===== config.mk =====
export PLATFORM = sky130hd
export DESIGN_NAME = cfar_back
export DESIGN_NICKNAME = d
export VERILOG_FILES = /design/src/cfar_pkg.sv /design/src/cfar_back.sv
export SDC_FILE = /design/constraint.sdc
export NUM_CORES = 1
export LEC_CHECK = 0
export ABC_AREA = 1
export BUFFER_PORTS_ARGS = -buffer_cell sky130_fd_sc_hd__clkbuf_2
export CORE_ASPECT_RATIO = 0.8
export CORE_MARGIN = 2
export CORE_UTILIZATION = 50
export CTS_CLUSTER_DIAMETER = 80
export DETAILED_ROUTE_END_ITERATION = 7
export PLACE_DENSITY_LB_ADDON = 0.3
export SYNTH_ARGS = -nofsm -noshare
export SYNTH_HDL_FRONTEND = slang
export SYNTH_SLANG_ARGS = --single-unit
export TNS_END_PERCENT = 10

===== constraint.sdc =====
create_clock -name i_clk -period 8.8 [get_ports i_clk]
set_input_delay 1.76 -clock i_clk [delete_from_list [all_inputs] [get_ports i_clk]]
set_output_delay 1.76 -clock i_clk [all_outputs]
set_load 0.1 [all_outputs]

===== src/cfar_pkg.sv =====
// ============================================================================
// cfar_pkg
// Shared types and constants of the cell-averaging peak detector
// ============================================================================
`default_nettype none
package cfar_pkg;
    localparam int CORDIC_STEPS = 20;
    localparam int ANG_W        = 24;
    localparam int CD_W         = 27;

    // config register indexes
    localparam logic [1:0] REG_ALPHA   = 2'd0;
    localparam logic [1:0] REG_SPAN    = 2'd1;
    localparam logic [1:0] REG_HOLDOFF = 2'd2;

    // arctangent table in units of pi/2^20
    function automatic logic [ANG_W-1:0] atan_lut(input logic [4:0] idx);
        logic [ANG_W-1:0] v;
        begin
            case (idx)
                5'd0: v = 24'd262144;
                5'd1: v = 24'd154753;
                5'd2: v = 24'd81767;
                5'd3: v = 24'd41506;
                5'd4: v = 24'd20834;
                5'd5: v = 24'd10427;
                5'd6: v = 24'd5215;
                5'd7: v = 24'd2608;
                5'd8: v = 24'd1304;
                5'd9: v = 24'd652;
                5'd10: v = 24'd326;
                5'd11: v = 24'd163;
                5'd12: v = 24'd81;
                5'd13: v = 24'd41;
                5'd14: v = 24'd20;
                5'd15: v = 24'd10;
                5'd16: v = 24'd5;
                5'd17: v = 24'd3;
                5'd18: v = 24'd1;
                5'd19: v = 24'd1;
                default: v = '0;
            endcase
            return v;
        end
    endfunction

    // one result beat passed from the front part to the back part
    typedef struct packed {
        logic signed [15:0] sig_re;
        logic signed [15:0] sig_im;
        logic signed [15:0] corr_re;
        logic signed [15:0] corr_im;
        logic               detect;
        logic [4:0]         offset;
        logic signed [15:0] pk_re;
        logic signed [15:0] pk_im;
    } t_job;
endpackage
`default_nettype wire


===== src/cfar_back.sv =====
// ============================================================================
// cfar_back
// Queue of result beats and iterative CORDIC phase of the peak
// ============================================================================
`default_nettype none
module cfar_back (
    input  wire logic               i_clk,
    input  wire logic               i_rst_n,
    input  wire logic               i_job_valid,
    output logic                    o_job_stall,
    input  wire cfar_pkg::t_job     i_job,
    output logic                    o_valid,
    input  wire logic               i_stall,
    output logic signed [15:0]      o_out_sig_re,
    output logic signed [15:0]      o_out_sig_im,
    output logic signed [15:0]      o_out_corr_re,
    output logic signed [15:0]      o_out_corr_im,
    output logic                    o_detect,
    output logic [4:0]              o_peak_offset,
    output logic signed [15:0]      o_peak_phase
);
    localparam int AW = cfar_pkg::ANG_W;
    localparam int XW = cfar_pkg::CD_W;

    typedef enum logic [2:0] {
        BS_IDLE = 3'b001,
        BS_ROT  = 3'b010,
        BS_OUT  = 3'b100
    } t_bstate;

    // two-entry queue
    cfar_pkg::t_job r_q [2];
    logic           r_wp, r_rp;
    logic [1:0]     r_cnt;
    t_bstate        r_st;
    cfar_pkg::t_job r_job;
    logic signed [XW-1:0] r_x, r_y;
    logic signed [AW-1:0] r_z;
    logic [4:0]           r_i;
    logic                 r_zero;

    assign o_job_stall = (r_cnt == 2'd2);
    logic w_push, w_pop;
    assign w_push = i_job_valid && !o_job_stall;
    assign w_pop  = (r_st == BS_IDLE) && (r_cnt != 2'd0);

    // truncating shifts toward zero
    logic signed [XW-1:0] w_sy, w_sx, w_ay, w_ax;
    assign w_ay = (r_y < 0) ? -r_y : r_y;
    assign w_ax = r_x;
    assign w_sy = (r_y < 0) ? -(w_ay >>> r_i) : (w_ay >>> r_i);
    assign w_sx = w_ax >>> r_i;

    logic signed [AW+1:0] w_q;
    logic signed [AW+1:0] w_nz;
    assign w_nz = -(AW+2)'(r_z) + (AW+2)'(26'sd4194304) + (AW+2)'(26'sd16);
    assign w_q  = (w_nz >>> 5) - (AW+2)'(26'sd131072);

    logic signed [XW-1:0] w_ix, w_iy;
    assign w_ix = XW'(r_q[r_rp].pk_re) <<< 8;
    assign w_iy = XW'(r_q[r_rp].pk_im) <<< 8;

    always_ff @(posedge i_clk) begin
        if (!i_rst_n) begin
            r_wp <= 1'b0;
            r_rp <= 1'b0;
            r_cnt <= '0;
            r_st <= BS_IDLE;
            o_valid <= 1'b0;
        end else begin
            if (w_push) begin
                r_q[r_wp] <= i_job;
                r_wp <= ~r_wp;
            end
            r_cnt <= r_cnt + 2'(w_push) - 2'(w_pop);
            if (o_valid && !i_stall && r_st != BS_OUT) o_valid <= 1'b0;
            unique case (r_st)
                BS_IDLE: begin
                    if (w_pop) begin
                        r_job  <= r_q[r_rp];
                        r_rp   <= ~r_rp;
                        r_i    <= '0;
                        r_zero <= (r_q[r_rp].pk_re == 0) && (r_q[r_rp].pk_im == 0);
                        if (w_ix < 0) begin
                            r_z <= (w_iy >= 0) ? AW'(24'sd1048576) : -AW'(24'sd1048576);
                            r_x <= -w_ix;
                            r_y <= -w_iy;
                        end else begin
                            r_z <= '0;
                            r_x <= w_ix;
                            r_y <= w_iy;
                        end
                        r_st <= r_q[r_rp].detect ? BS_ROT : BS_OUT;
                    end
                end
                BS_ROT: begin
                    if (r_y > 0) begin
                        r_x <= r_x + w_sy;
                        r_y <= r_y - w_sx;
                        r_z <= r_z + AW'(cfar_pkg::atan_lut(r_i));
                    end else if (r_y < 0) begin
                        r_x <= r_x - w_sy;
                        r_y <= r_y + w_sx;
                        r_z <= r_z - AW'(cfar_pkg::atan_lut(r_i));
                    end
                    r_i <= r_i + 5'd1;
                    if (r_i == 5'(cfar_pkg::CORDIC_STEPS - 1)) r_st <= BS_OUT;
                end
                BS_OUT: begin
                    if (!o_valid || !i_stall) begin
                        o_valid       <= 1'b1;
                        o_out_sig_re  <= r_job.sig_re;
                        o_out_sig_im  <= r_job.sig_im;
                        o_out_corr_re <= r_job.corr_re;
                        o_out_corr_im <= r_job.corr_im;
                        o_detect      <= r_job.detect;
                        o_peak_offset <= r_job.offset;
                        if (!r_job.detect || r_zero) o_peak_phase <= '0;
                        else if (w_q > 32767) o_peak_phase <= 16'sh7fff;
                        else if (w_q < -32768) o_peak_phase <= 16'sh8000;
                        else o_peak_phase <= w_q[15:0];
                        r_st <= BS_IDLE;
                    end
                end
                default: r_st <= BS_IDLE;
            endcase
        end
    end

    property p_cnt_max;
        @(posedge i_clk) disable iff (!i_rst_n) r_cnt <= 2'd2;
    endproperty
    a_cnt_max: assert property (p_cnt_max) else $error("queue overflow");

    property p_rot_len;
        @(posedge i_clk) disable iff (!i_rst_n)
        (r_st == BS_ROT) |-> (r_i < 5'(cfar_pkg::CORDIC_STEPS));
    endproperty
    a_rot_len: assert property (p_rot_len) else $error("cordic overrun");

    property p_nodet_zero;
        @(posedge i_clk) disable iff (!i_rst_n)
        (o_valid && !o_detect) |-> (o_peak_phase == 0 && o_peak_offset == 0);
    endproperty
    a_nodet_zero: assert property (p_nodet_zero) else $error("phase without detect");
endmodule
`default_nettype wire


==> summary.md <==
| Metric | Value |
|---|---|
| Tmin final | `6820 ps` |
| Detailed Route Iter0 Violations | `2019` |
| Top cell family by delay on the critical path | `compound AO/OA/AOI/OAI gates` |
| Net count after synthesis | `3380` |
| Cells after synthesis | `3177` |
| Post-DP HPWL | `between 40000 and 50000 um` |
| Simple-Gate Fraction of Synth Area | `25.0%` |
| Endpoints failing hold | `0` |
| Num rows | `between 70 and 80` |
| Routed len/inst | `16.6 um` |
| TritonRoute pass-1 iters | `6` |
| Crit path launch type | `register` |
| Slew Viols, Final | `0` |
| Most used DFF post-synth | `edfxtp_1` |
| Dpl ws | `2140 ps` |
| Final std cells w/o fill | `4081` |
| Worst path most repeated cell | `nand2_1` |
| Largest family of logic cells by synthesized area | `simple AND/OR/NAND/NOR gates` |
| Kind of end point of the critical path | `register` |
| Die width | `266 um` |
| Max Buffers Root-to-Sink | `3` |
| Hold WC Path Type | `reg2reg` |
| First-pass GRT wire length | `107000 um` |
| Yosys top cell by area | `edfxtp_1` |
| Via count | `21.9k` |
| Clk sink count | `472` |
| Final worst path period share | `77.5%` |
| CTS tree | `yes` |
| CTS root buffer | `clkbuf_16` |
| Seq/Total Area, Yosys | `50.6%` |
| Critical path's largest stage delay | `500 ps` |
| Setup_tns | `0 ps` |
| Vias in the first global route | `slightly above 20k` |
| Top cell type's share of synthesized area | `48.6%` |
| GR Util met2 | `35.8%` |
| Worst VDD drop | `0.249 mV` |
| Setup violators final | `0` |
| Global router's overall resource usage | `23.8%` |
| Setup Fix Bufs, Post-CTS | `0` |
| GPL Wtd Cong | `between 0.9 and 1` |
| Xor-xnor portion of the synthesized cell area | `2.71%` |
| Met3 Usage GRT | `6.89%` |
| Cell count after placement | `3985` |
| Num ports | `between 150 and 200` |
| Synth unique cells | `60` |
| NumNets Final | `3537` |
| Final worst slack | `between 1500 and 2000 ps` |
| Vias/cell | `5.38` |
| DRT antenna net count | `0` |
| Worst path required time | `just over 9000 ps` |
| Initial core utilization | `50.8%` |
| Slowest CP cell | `inv_2` |
| Hold-fix buffers, CTS | `0` |
| Number of synthesized flops with an enable pin | `about 440` |
| Critical path peak fanout | `56` |
| Flops & latches, synth | `472` |
| Pin count of the biggest net entering global routing | `84` |
| RSZ-0062 raised after global routing | `false` |
| Post-synthesis mux area share | `0.985%` |
| GR peak layer | `met2` |
| Post-synthesis adder-cell area fraction | `between 4 and 5%` |
| Commonest non-fill, non-tap cells in the layout | `892 x nand2_1, 444 x edfxtp_1, 274 x nand3_1` |
| Reg clk slew, reported paths | `60 ps` |
| Status | `completed` |
| Slew headroom | `30.1%` |
| H-tree levels | `2` |
| Avg Cell Area, Syn | `8.64 sq um` |
| Share of post-route cells with drive strength above 1 | `13.2%` |
| Skew final | `roughly 20 ps` |
| Inserted Clock Buffers | `49` |
| Static Leak | `13.1 nW` |
| WS Path Type | `reg2reg` |
| Grt total ovfl | `0` |
| Area delta synth->final | `11.8%` |
| Synth top area cells | `edfxtp_1 49%, nand2_1 12%, nand3_1 5.0%, ha_1 4.3%, o21ai_0 3.7%` |
| GR Util met1 | `between 30% and 40%` |
| I/O Buffers | `193` |
| Die span in y | `214 um` |
| Commonest non-fill, non-tap cell in the layout | `nand2_1` |
| # DRC | `0` |
| Power Density | `418 nW/um^2` |
| Final wirelength | `67600 um` |
| Maxcap violations | `0` |
| Post-CTS Resized | `0` |
| Core area | `54000 sq um` |
| Synth warn | `0` |
| Max Freq | `between 100 and 150 MHz` |
| Clk Latency, worst-skew pair | `600 ps` |
| Synth Area in Compound Gates | `between 10% and 20%` |
| Initial antenna violation count | `10` |
| Bufs and invs on worst path | `4` |
| Worst-Margin Slew | `1040 ps` |
| Die area | `between 50000 and 60000 sq um` |
| CP arrival | `7140 ps` |
| Synthesized cell area | `27400 sq um` |
| Async set-or-reset flop fraction in the synthesized netlist | `0%` |
==> worst paths after layout <==
check | startpoint | to | slack [ps] | cells after the start
worst max-delay path | r_i[0] | r_x[21] | 1980 | 34
worst min-delay path | r_job[89] | o_out_sig_re[3] | 410 | 0
worst max register to register | r_i[0] | r_x[21] | 1980 | 34
worst min register to register | r_job[89] | o_out_sig_re[3] | 410 | 0
==> cell type report <==
type                    instances  area, sq um
clock inverters                22          314
multi-input cells            2301        12000
clock buffers                  69         1330
flip-flops and latches        472        13900
diodes                          5         12.5
inverters                     292         1100
well taps                     702          878
fillers                      4792        23300
repair buffers                218         1150
==> state kept, by name, summed over array words and instances (netlist names), named ones only <==
register	count
r_q	204
o_out_corr_im	16
r_z	24
o_peak_offset	5
o_valid	1
o_out_sig_re	16
o_out_corr_re	16
o_peak_phase	16
r_zero	1
r_x	27
r_st	3
r_wp	1
r_y	27
r_cnt	2
r_rp	1
r_i	5
o_out_sig_im	16
r_job	70
o_detect	1
==> metrics by stage <==
step / utilization [%] / hold WS (ps) / power (mW) / instance area, sq um
after global placement: 53.7 / 401 / 10.5 / 29000
after detailed placement: 53.7 / 405 / 10.6 / 29000
after global routing: 56.8 / 418 / 13.9 / 30700
final: 56.8 / 413 / 12.8 / 30700
after CTS: 56.8 / 416 / 12.7 / 30700
after floorplan: - / 400 / 8.92 / 27400
==> where the power goes <==
part,switching [mW],total [mW],leakage [nW],internal [mW]
combinational,5.02,7.41,8.01,2.39
sequential,0.277,3.30,4.31,3.02
clock,0.861,2.10,0.796,1.24
==> cells by family after synthesis <==
group / count (synthesis)
AND/OR/NAND/NOR: 1575
AO/OA/AOI/OAI: 517
flip-flops: 472
buffers and inverters: 404
adder cells (fa/ha/maj): 97
XOR/XNOR: 85
multiplexers: 27
==> layer usage <==
layer	wire length [um]	share of wire [%]	vias up
li1	-	-	11100
met1	30800	46	9960
met2	28700	42	772
met3	6820	10	97
met4	1210	1.8	12
met5	80	0.12	-
==> synthesized netlist by cell type, drive strengths merged (2+ instances only) <==
cell type	count
o21ai	241
clkbuf	58
nor3b	2
a21boi	3
nand3	281
mux2i	27
o31ai	7
o22ai	11
fa	3
dfxtp	28
a31oi	13
nor3	41
o211ai	12
xor2	57
o221ai	2
buf	54
nand2	927
and2	3
nand3b	16
inv	286
edfxtp	444
a21o	3
or2	39
o21a	18
nor2	249
a21oi	195
xnor2	28
clkinv	6
a211oi	2
ha	94
nand4	16
o21bai	4
(Power assumes the default switching activity.)
